--- config.mk ---
export PLATFORM = sky130hd
export DESIGN_NAME = yuy2_unpack_to_rgb_unit
export DESIGN_NICKNAME = d
export VERILOG_FILES = /design/src/rtl/y2r_pkg.sv /design/src/rtl/y2r_product.sv /design/src/rtl/y2r_combine.sv /design/src/rtl/y2r_pack.sv /design/src/rtl/yuy2_unpack_to_rgb_unit.sv
export SDC_FILE = /design/constraint.sdc
export NUM_CORES = 1
export LEC_CHECK = 0
export BUFFER_PORTS_ARGS = -buffer_cell sky130_fd_sc_hd__clkbuf_2
export CORE_UTILIZATION = 58
export CTS_BUF_LIST = sky130_fd_sc_hd__clkbuf_8
export DETAILED_ROUTE_END_ITERATION = 10
export PLACE_DENSITY = 0.8
export SYNTH_ARGS = -nofsm -noshare
export SYNTH_HDL_FRONTEND = slang
export SYNTH_HIERARCHICAL = 1
export SYNTH_SLANG_ARGS = --single-unit
--- constraint.sdc ---
create_clock -name clk_i -period 4.7 [get_ports clk_i]
set_input_delay 0.705 -clock clk_i [delete_from_list [all_inputs] [get_ports clk_i]]
set_output_delay 0.705 -clock clk_i [all_outputs]
set_load 0.02 [all_outputs]
--- src/rtl/y2r_pkg.sv ---
// Shared types and constants for the YUY2 to RGB converter.
`default_nettype none

package y2r_pkg;

  // Output packing codes of the format register
  typedef enum logic [2:0] {
    FMT_Y8    = 3'd0,
    FMT_Y16   = 3'd1,
    FMT_RGB8  = 3'd2,
    FMT_RGBA8 = 3'd3,
    FMT_BGR8  = 3'd4,
    FMT_BGRA8 = 3'd5
  } fmt_e;

  localparam logic [7:0] ALPHA_OPAQUE = 8'd255;
  localparam logic [8:0] LUMA_OFFSET  = 9'd16;
  localparam logic [8:0] CHROMA_BIAS  = 9'd128;

  // BT.601 integer coefficients (scaled by 256)
  localparam logic signed [17:0] COEF_Y  = 18'sd298;
  localparam logic signed [17:0] COEF_RV = 18'sd409;
  localparam logic signed [17:0] COEF_GU = 18'sd100;
  localparam logic signed [17:0] COEF_GV = 18'sd208;
  localparam logic signed [17:0] COEF_BU = 18'sd516;

  // One YUY2 macropixel
  typedef struct packed {
    logic [7:0] luma_first;
    logic [7:0] chroma_blue;
    logic [7:0] luma_second;
    logic [7:0] chroma_red;
    logic       in_last;
  } pix_in_t;

  // One packed pixel pair
  typedef struct packed {
    logic [63:0] packed_bytes;
    logic [3:0]  byte_count;
    logic        out_last;
  } pix_out_t;

  // Stage 1: raw products
  typedef struct packed {
    logic [7:0]         y0;
    logic [7:0]         y1;
    logic signed [17:0] luma0;
    logic signed [17:0] luma1;
    logic signed [17:0] r_v;
    logic signed [17:0] g_u;
    logic signed [17:0] g_v;
    logic signed [17:0] b_u;
    logic               last;
  } prod_t;

  // Stage 2: unclamped color sums
  typedef struct packed {
    logic [7:0]         y0;
    logic [7:0]         y1;
    logic signed [10:0] r0;
    logic signed [10:0] g0;
    logic signed [10:0] b0;
    logic signed [10:0] r1;
    logic signed [10:0] g1;
    logic signed [10:0] b1;
    logic               last;
  } sums_t;

endpackage

`default_nettype wire

--- src/rtl/y2r_product.sv ---
// Stage 1: offset removal and coefficient products.
`default_nettype none

module y2r_product (
  input  wire logic             clk_i,
  input  wire logic             en_i,
  input  wire y2r_pkg::pix_in_t data_i,
  output y2r_pkg::prod_t        prod_o
);

  logic signed [17:0] c0, c1, d, e;
  y2r_pkg::prod_t     prod_d, prod_q;

  // Signed offsets, widened for the products
  always_comb begin
    c0 = 18'(signed'({1'b0, data_i.luma_first} - y2r_pkg::LUMA_OFFSET));
    c1 = 18'(signed'({1'b0, data_i.luma_second} - y2r_pkg::LUMA_OFFSET));
    d  = 18'(signed'({1'b0, data_i.chroma_blue} - y2r_pkg::CHROMA_BIAS));
    e  = 18'(signed'({1'b0, data_i.chroma_red} - y2r_pkg::CHROMA_BIAS));
  end

  // Constant products
  always_comb begin
    prod_d.y0    = data_i.luma_first;
    prod_d.y1    = data_i.luma_second;
    prod_d.luma0 = c0 * y2r_pkg::COEF_Y;
    prod_d.luma1 = c1 * y2r_pkg::COEF_Y;
    prod_d.r_v   = e * y2r_pkg::COEF_RV;
    prod_d.g_u   = d * y2r_pkg::COEF_GU;
    prod_d.g_v   = e * y2r_pkg::COEF_GV;
    prod_d.b_u   = d * y2r_pkg::COEF_BU;
    prod_d.last  = data_i.in_last;
  end

  always_ff @(posedge clk_i) begin
    if (en_i) begin
      prod_q <= prod_d;
    end
  end

  assign prod_o = prod_q;

endmodule

`default_nettype wire

--- src/rtl/y2r_combine.sv ---
// Stage 2: floor each product by 256 and form the color sums.
`default_nettype none

module y2r_combine (
  input  wire logic           clk_i,
  input  wire logic           en_i,
  input  wire y2r_pkg::prod_t prod_i,
  output y2r_pkg::sums_t      sums_o
);

  logic signed [10:0] l0, l1, rv, gu, gv, bu;
  y2r_pkg::sums_t     sums_d, sums_q;

  // Arithmetic shift by 8 floors toward minus infinity
  always_comb begin
    l0 = 11'(signed'(prod_i.luma0[17:8]));
    l1 = 11'(signed'(prod_i.luma1[17:8]));
    rv = 11'(signed'(prod_i.r_v[17:8]));
    gu = 11'(signed'(prod_i.g_u[17:8]));
    gv = 11'(signed'(prod_i.g_v[17:8]));
    bu = 11'(signed'(prod_i.b_u[17:8]));
  end

  always_comb begin
    sums_d.y0   = prod_i.y0;
    sums_d.y1   = prod_i.y1;
    sums_d.r0   = l0 + rv;
    sums_d.g0   = l0 - gu - gv;
    sums_d.b0   = l0 + bu;
    sums_d.r1   = l1 + rv;
    sums_d.g1   = l1 - gu - gv;
    sums_d.b1   = l1 + bu;
    sums_d.last = prod_i.last;
  end

  always_ff @(posedge clk_i) begin
    if (en_i) begin
      sums_q <= sums_d;
    end
  end

  assign sums_o = sums_q;

endmodule

`default_nettype wire

--- src/rtl/y2r_pack.sv ---
// Stage 3: clamp to bytes and pack in the selected output format.
`default_nettype none

module y2r_pack (
  input  wire logic            clk_i,
  input  wire logic            en_i,
  input  wire y2r_pkg::fmt_e   fmt_i,
  input  wire y2r_pkg::sums_t  sums_i,
  output y2r_pkg::pix_out_t    data_o
);

  function automatic logic [7:0] clamp_byte(input logic signed [10:0] v);
    logic [7:0] res;
    if (v < 0) begin
      res = 8'd0;
    end else if (v > 11'sd255) begin
      res = 8'd255;
    end else begin
      res = v[7:0];
    end
    return res;
  endfunction

  logic [7:0]         r0, g0, b0, r1, g1, b1;
  y2r_pkg::pix_out_t  data_d, data_q;

  always_comb begin
    r0 = clamp_byte(sums_i.r0);
    g0 = clamp_byte(sums_i.g0);
    b0 = clamp_byte(sums_i.b0);
    r1 = clamp_byte(sums_i.r1);
    g1 = clamp_byte(sums_i.g1);
    b1 = clamp_byte(sums_i.b1);
  end

  // Byte 0 lands in bits 7:0; unused bytes stay zero
  always_comb begin
    data_d.out_last = sums_i.last;
    unique case (fmt_i)
      y2r_pkg::FMT_Y16: begin
        data_d.packed_bytes = {32'd0, sums_i.y1, 8'd0, sums_i.y0, 8'd0};
        data_d.byte_count   = 4'd4;
      end
      y2r_pkg::FMT_RGB8: begin
        data_d.packed_bytes = {16'd0, b1, g1, r1, b0, g0, r0};
        data_d.byte_count   = 4'd6;
      end
      y2r_pkg::FMT_RGBA8: begin
        data_d.packed_bytes = {y2r_pkg::ALPHA_OPAQUE, b1, g1, r1,
                               y2r_pkg::ALPHA_OPAQUE, b0, g0, r0};
        data_d.byte_count   = 4'd8;
      end
      y2r_pkg::FMT_BGR8: begin
        data_d.packed_bytes = {16'd0, r1, g1, b1, r0, g0, b0};
        data_d.byte_count   = 4'd6;
      end
      y2r_pkg::FMT_BGRA8: begin
        data_d.packed_bytes = {y2r_pkg::ALPHA_OPAQUE, r1, g1, b1,
                               y2r_pkg::ALPHA_OPAQUE, r0, g0, b0};
        data_d.byte_count   = 4'd8;
      end
      default: begin
        // Y8, also for undefined codes
        data_d.packed_bytes = {48'd0, sums_i.y1, sums_i.y0};
        data_d.byte_count   = 4'd2;
      end
    endcase
  end

  always_ff @(posedge clk_i) begin
    if (en_i) begin
      data_q <= data_d;
    end
  end

  assign data_o = data_q;

endmodule

`default_nettype wire

--- src/rtl/yuy2_unpack_to_rgb_unit.sv ---
// Top level: YUY2 macropixel to packed RGB/luma converter, three-stage pipeline.
//
// Usage:
//   Input channel (in_valid_i / in_stall_o / in_data_i) carries one YUY2
//   macropixel per transfer. Output channel (out_valid_o / out_stall_i /
//   out_data_o) carries both converted pixels, packed in memory byte order,
//   with the valid byte count and the last flag of the macropixel.
//   An item passes the product, sum and pack registers in turn. Throughput is
//   one macropixel per cycle while out_stall_i is low: products, color sums
//   and clamp/pack each own one register stage.
//   cfg_we_i / cfg_wdata_i write the output format; write it only while the
//   pipeline is empty. Undefined codes pack as Y8.
//   Reset empties the pipeline and selects RGB8.
//   When the receiver stalls, the output holds; bubbles inside the pipeline
//   still fill, and in_stall_o rises only once every stage holds an item.
//
`default_nettype none

module yuy2_unpack_to_rgb_unit (
  input  wire logic              clk_i,
  input  wire logic              rst_ni,
  input  wire logic              cfg_we_i,
  input  wire logic [2:0]        cfg_wdata_i,
  input  wire logic              in_valid_i,
  output logic                   in_stall_o,
  input  wire y2r_pkg::pix_in_t  in_data_i,
  output logic                   out_valid_o,
  input  wire logic              out_stall_i,
  output y2r_pkg::pix_out_t      out_data_o
);

  y2r_pkg::fmt_e  fmt_q;
  logic           v1_q, v2_q, v3_q;
  logic           adv1, adv2, adv3;
  y2r_pkg::prod_t prod;
  y2r_pkg::sums_t sums;

  // Format register
  always_ff @(posedge clk_i or negedge rst_ni) begin
    if (!rst_ni) begin
      fmt_q <= y2r_pkg::FMT_RGB8;
    end else if (cfg_we_i) begin
      fmt_q <= y2r_pkg::fmt_e'(cfg_wdata_i);
    end
  end

  // A stage loads when it is empty or its content moves on
  assign adv3 = !v3_q || !out_stall_i;
  assign adv2 = !v2_q || adv3;
  assign adv1 = !v1_q || adv2;

  always_ff @(posedge clk_i or negedge rst_ni) begin
    if (!rst_ni) begin
      v1_q <= 1'b0;
      v2_q <= 1'b0;
      v3_q <= 1'b0;
    end else begin
      if (adv1) begin
        v1_q <= in_valid_i;
      end
      if (adv2) begin
        v2_q <= v1_q;
      end
      if (adv3) begin
        v3_q <= v2_q;
      end
    end
  end

  y2r_product u_product (
    .clk_i  (clk_i),
    .en_i   (adv1),
    .data_i (in_data_i),
    .prod_o (prod)
  );

  y2r_combine u_combine (
    .clk_i  (clk_i),
    .en_i   (adv2),
    .prod_i (prod),
    .sums_o (sums)
  );

  y2r_pack u_pack (
    .clk_i  (clk_i),
    .en_i   (adv3),
    .fmt_i  (fmt_q),
    .sums_i (sums),
    .data_o (out_data_o)
  );

  assign in_stall_o  = !adv1;
  assign out_valid_o = v3_q;

endmodule

`default_nettype wire
* After elaboration in Yosys (flattened, before gate mapping)
Cells that the tools add are included.
** Operators by class
- Add/sub/neg operators :: 12
- $mul :: 6
- Order comparisons :: 12
- Equality and inequality tests :: 5
- Multiplexer cells :: 13
- Reductions and logical operators :: 8
** Operator list (number)
- 68-bit case mux with 5 select lines :: 1
- 8-bit two-way mux :: 12
- 11-bit by 9-bit > comparator with 1-bit output (second input constant) :: 6
- 11-bit by 1-bit less-than comparator with 1-bit output (second input constant) :: 6
- 10-bit by 10-bit adder with 11-bit output :: 4
- 9-bit by 9-bit multiplier with 17-bit output (second input constant) :: 2
- 10-bit by 9-bit subtractor with 11-bit output :: 2
- 11-bit by 10-bit subtractor with 11-bit output :: 2
- 9-bit by 10-bit multiplier with 18-bit output (second input constant) :: 1
- 8-bit by 5-bit subtractor with 9-bit output (second input constant) :: 2
- 8-bit by 8-bit subtractor with 9-bit output (second input constant) :: 2
- 9-bit by 9-bit multiplier with 16-bit output (second input constant) :: 1
- 9-bit by 6-bit multiplier with 15-bit output (second input constant) :: 1
- 9-bit by 5-bit multiplier with 14-bit output (second input constant) :: 1
- 3-bit by 2-bit == test with 1-bit output (second input constant) :: 2
- 3-bit == test (second input constant) :: 2
- 1-bit logical NOT :: 5
- 3-bit by 1-bit == test with 1-bit output (second input constant) :: 1
- 1-bit logical OR :: 3
** Word-level totals
- Register bits after elaboration :: 272
- Input port bits :: 41
- Output and inout port bits :: 71
- Logic and storage cells :: 81

* Depth between registers and ports, before layout
- Depth after elaboration :: 5
- Gate-level depth with buffers :: 17
- Gate-level depth less buffers :: 17

* Hierarchy
Netlist, hierarchy kept.
** By module, submodules not included
- y2r_product :: times used 1, cells an instance 802, area each 9126.3 µm², sequential area each 3153.0 µm²
- y2r_combine :: times used 1, cells an instance 424, area each 5421.4 µm², sequential area each 2492.4 µm²
- y2r_pack :: times used 1, cells an instance 321, area each 3355.7 µm², sequential area each 1801.7 µm²
- yuy2_unpack_to_rgb_unit :: times used 1, cells an instance 16, area each 235.2 µm², sequential area each 151.4 µm²

* Worst setup path after synthesis
OpenSTA, ideal clock, no wires.
- Path kind :: input -> register
- From :: input port out_stall_i
- To :: register u_product.prod_q, in the netlist u_product/prod_o[0] (enable)
- Setup time :: 1439 ps
- Data arrival time :: 3555 ps
- Slack :: -294 ps
- Stages on the path :: 1
- Path buffers :: 0
- Cells stage by stage :: nand4_1
** On the way
- Longest elaborated chain between the ends :: 4
** RTL lines
- start: declaration :: RTL line yuy2_unpack_to_rgb_unit.sv:28 : input wire logic out_stall_i,
- 1-bit logical NOT :: RTL line yuy2_unpack_to_rgb_unit.sv:48 : assign adv3 = !v3_q || !out_stall_i;
- 1-bit logical OR :: RTL line yuy2_unpack_to_rgb_unit.sv:48
- 1-bit logical OR :: RTL line yuy2_unpack_to_rgb_unit.sv:49 : assign adv2 = !v2_q || adv3;
- 1-bit logical OR :: RTL line yuy2_unpack_to_rgb_unit.sv:50 : assign adv1 = !v1_q || adv2;
- end signal: assignment :: RTL line y2r_product.sv:37 : prod_q <= prod_d;
- end: declaration :: RTL line y2r_product.sv:12 : y2r_pkg::prod_t prod_d, prod_q;
No other way between the ends.
A chain may end at the register's enable or synchronous reset.

==> summary.txt <==
Clock network
  – Clock Path Buffers: 3
  – Setup Buffers After CTS: 0
  – Clock root cell: clkbuf_8
  – CTS tree: built
  – CTS H-tree depth: 2
  – Worst-skew pair later-pin latency: 0.54 ns
  – Clock sink count: 225
  – PostCTS Resize Cnt: 0
  – Clk slew on worst S/H paths: 0.06 ns
  – CTS Buf Count: 37

Drt
  – Drt first-iter violations: 1,186
  – Vias: 11,843
  – Post-route DRC: 0
  – Final wirelength: 37,900 um
  – Mean number of vias per cell: 5.78
  – Remaining antenna violation count after routing: 0
  – Drt first pass iters: 6
  – Routed len/inst: 18.5 um

Min path
  – Hold Path Sink: u_product/prod_o[0]$_DFFE_PP_
  – Hold depth: 1
  – Hold wc startpoint: in_data_i[0]
  – Worst min path class: primary input to register

Critical path
  – Worst path slowest cell: fa_1
  – Worst-path cell chain: clkbuf_2, inv_1, ha_1, nor3b_2, ha_1, ha_1, inv_1, fa_1, fa_1, inv_1, ha_1, nand3_1, o2111ai_1, a31oi_1, o21ai_0, xnor2_1
  – Worst EP arrival: 4.45 ns
  – Most common cell on crit path: ha_1
  – R2R setup slack: 1.97 ns
  – Worst R2R Start: u_product/prod_o[27]$_DFFE_PP_
  – Top Family by Delay on Critical Path: adder cells
  – End of the worst register-to-register path: u_combine/sums_o[19]$_DFFE_PP_
  – Critical path buffers and inverters: 4
  – Depth of the most critical reg-to-reg path: 9
  – CP Capture Type: register
  – Startpoint class of the critical path: primary input
  – CP max FO: 5
  – Crit Path Category: primary input to register
  – CP Data Required Time: 4.98 ns
  – Critical path's largest stage delay: 0.55 ns

Synth
  – Syn nets: 1,889
  – Yosys Warn Count: 6
  – Mean Syn Cell Area: 11.3 um^2
  – Synth Cell Area: 17,100 um^2
  – Cells after synthesis: 1,515

Power and ir drop
  – Leakage Power: 8.74 nW
  – Power consumption: 12.7 mW
  – VDD IR max: 0.000391 V
  – P per Cell Area: 675 nW/um^2

Global route
  – Initial antenna violation count: 0
  – Vias in the first global route: 11,774
  – Pin count of the biggest net entering global routing: 77
  – First-pass GRT wire length: 60,100 um
  – Tot GR Track Use: 25.2%
  – GRT overflow: 0

Layout
  – Final std cells w/o fill: 2,049
  – Final instance area: 18,900 um^2
  – Number of diodes: 0
  – Filler cells: 2,231
  – P&R area growth vs syn: 10.1%
  – Nets: 2,013
  – Layout cells sized above 1: 13.2%

Die
  – Die W: 174 um
  – DIE AREA: 30,200 um^2
  – Die Y: 174 um
  – CORE AREA: 28,900 um^2
  – Placement row count: 62
  – IO Count: 112
  – Initial core utilization: 59.4%

Placed design
  – RD Place Congestion: 0.925
  – Placed Instance Area: 18,100 um^2
  – Pre-CTS setup slack: 0.0288 ns
  – I/O Buffers: 110
  – Post-DP HPWL: 30,100 um
  – Dpl cells: 1,983

STA
  – Fin. max-slew vios: 0
  – RSZ-0062 raised after global routing: false
  – Period utilization: 88.7%
  – Worst-Margin Slew: 0.975 ns
  – Final min period: 4.17 ns
  – Setup Skew: 0.0337 ns
  – Final worst slack: 0.530 ns
  – Final setup TNS: 0 ns
  – Max Clock Freq: 240 MHz
  – Final Hold Viols: 0
  – Worst relative slew slack: 35.0%
  – Final setup fails: 0

Job
  – Max_cap viols: 0

Run status
  – Status: completed
[power breakdown]
part           switching, mW  internal, mW  leakage [nW]
Combinational           3.97          2.91          6.00
Clock                  0.750          1.04         0.423
Sequential             0.616          3.46          2.32
Total                   5.33          7.41          8.74
[layout by cell type (no fill, tap or decap), types with 9 or more instances in the layout]
cell type and instances:
ha_1 259, edfxtp_1 219, inv_1 205, clkbuf_2 110, nor2_1 85, fa_1 74
xnor2_1 72, a21oi_1 71, o21ai_0 51, xor2_1 44, clkbuf_8 42, nand2_1 40
a21o_1 36, nor3_1 33, o22ai_1 29, a31oi_1 20, buf_4 17, o221ai_1 16
nand3_1 15, nor2b_1 13, nand2b_1 13, and3_1 12, a211oi_1 11, or3_1 11
and2_1 10, o21a_1 10, o21bai_1 10, mux2i_1 9
[stage by stage]
| stage | util [%] | hold WS (ns) |
|---|---|---|
| after floorplan | - | 0.400 |
| after global placement | 62.7 | 0.403 |
| after detailed placement | 62.7 | 0.405 |
| after CTS | 65.4 | 0.344 |
| after global routing | 65.4 | 0.344 |
| final | 65.4 | 0.358 |
[worst max path at each step]
| stage | start | endpoint | slack, ns | depth (start not counted) |
|---|---|---|---|---|
| finish | in_data_i[13] | u_product/prod_o[90]$_DFFE_PP_ | 0.53 | 16 |
| global route | in_data_i[29] | u_product/prod_o[105]$_DFFE_PP_ | 0.34 | 16 |
| CTS | in_data_i[2] | u_product/prod_o[70]$_DFFE_PP_ | 0.59 | 14 |
| detailed placement | in_data_i[2] | u_product/prod_o[70]$_DFFE_PP_ | 0.03 | 14 |
| global placement | in_data_i[5] | u_product/prod_o[72]$_DFFE_PP_ | 0.12 | 16 |
| floorplan | in_data_i[13] | u_product/prod_o[90]$_DFFE_PP_ | 0.14 | 15 |
[timing repair]
action | CTS | global route
hold endpoints to repair | 5 | 0
setup endpoints to repair | 0 | 0
hold buffers | 1 | 0
[sequential cells by signal (all words and copies together) (netlist names)]
signal and flops:
u_combine/sums_o 83, u_product/prod_o 76, u_pack/data_o 60, fmt_q 3
out_valid_o 1, v1_q 1, v2_q 1
[layer usage]
metal / vias to the layer above / global-route usage, % / part of all wire, %
met1: 5626 / 32.7 / 43
met3: 84 / 3.15 / 5.6
met2: 461 / 43.4 / 49
li1: 5672 / - / -
met4: 0 / 8.99 / 2.8
met5: - / 0 / 0
[final cells by class]
class	instances	area, um^2	area share (%)
Inverter	198	743	3.94
Clock buffer	42	578	3.06
Timing Repair Buffer	128	688	3.65
Multi-Input combinational cell	1049	9450	50.1
Sequential cell	225	6730	35.6
Clock inverter	23	203	1.07
Tap cell	384	480	2.55
Note: power is estimated with default switching activity, not from simulation.
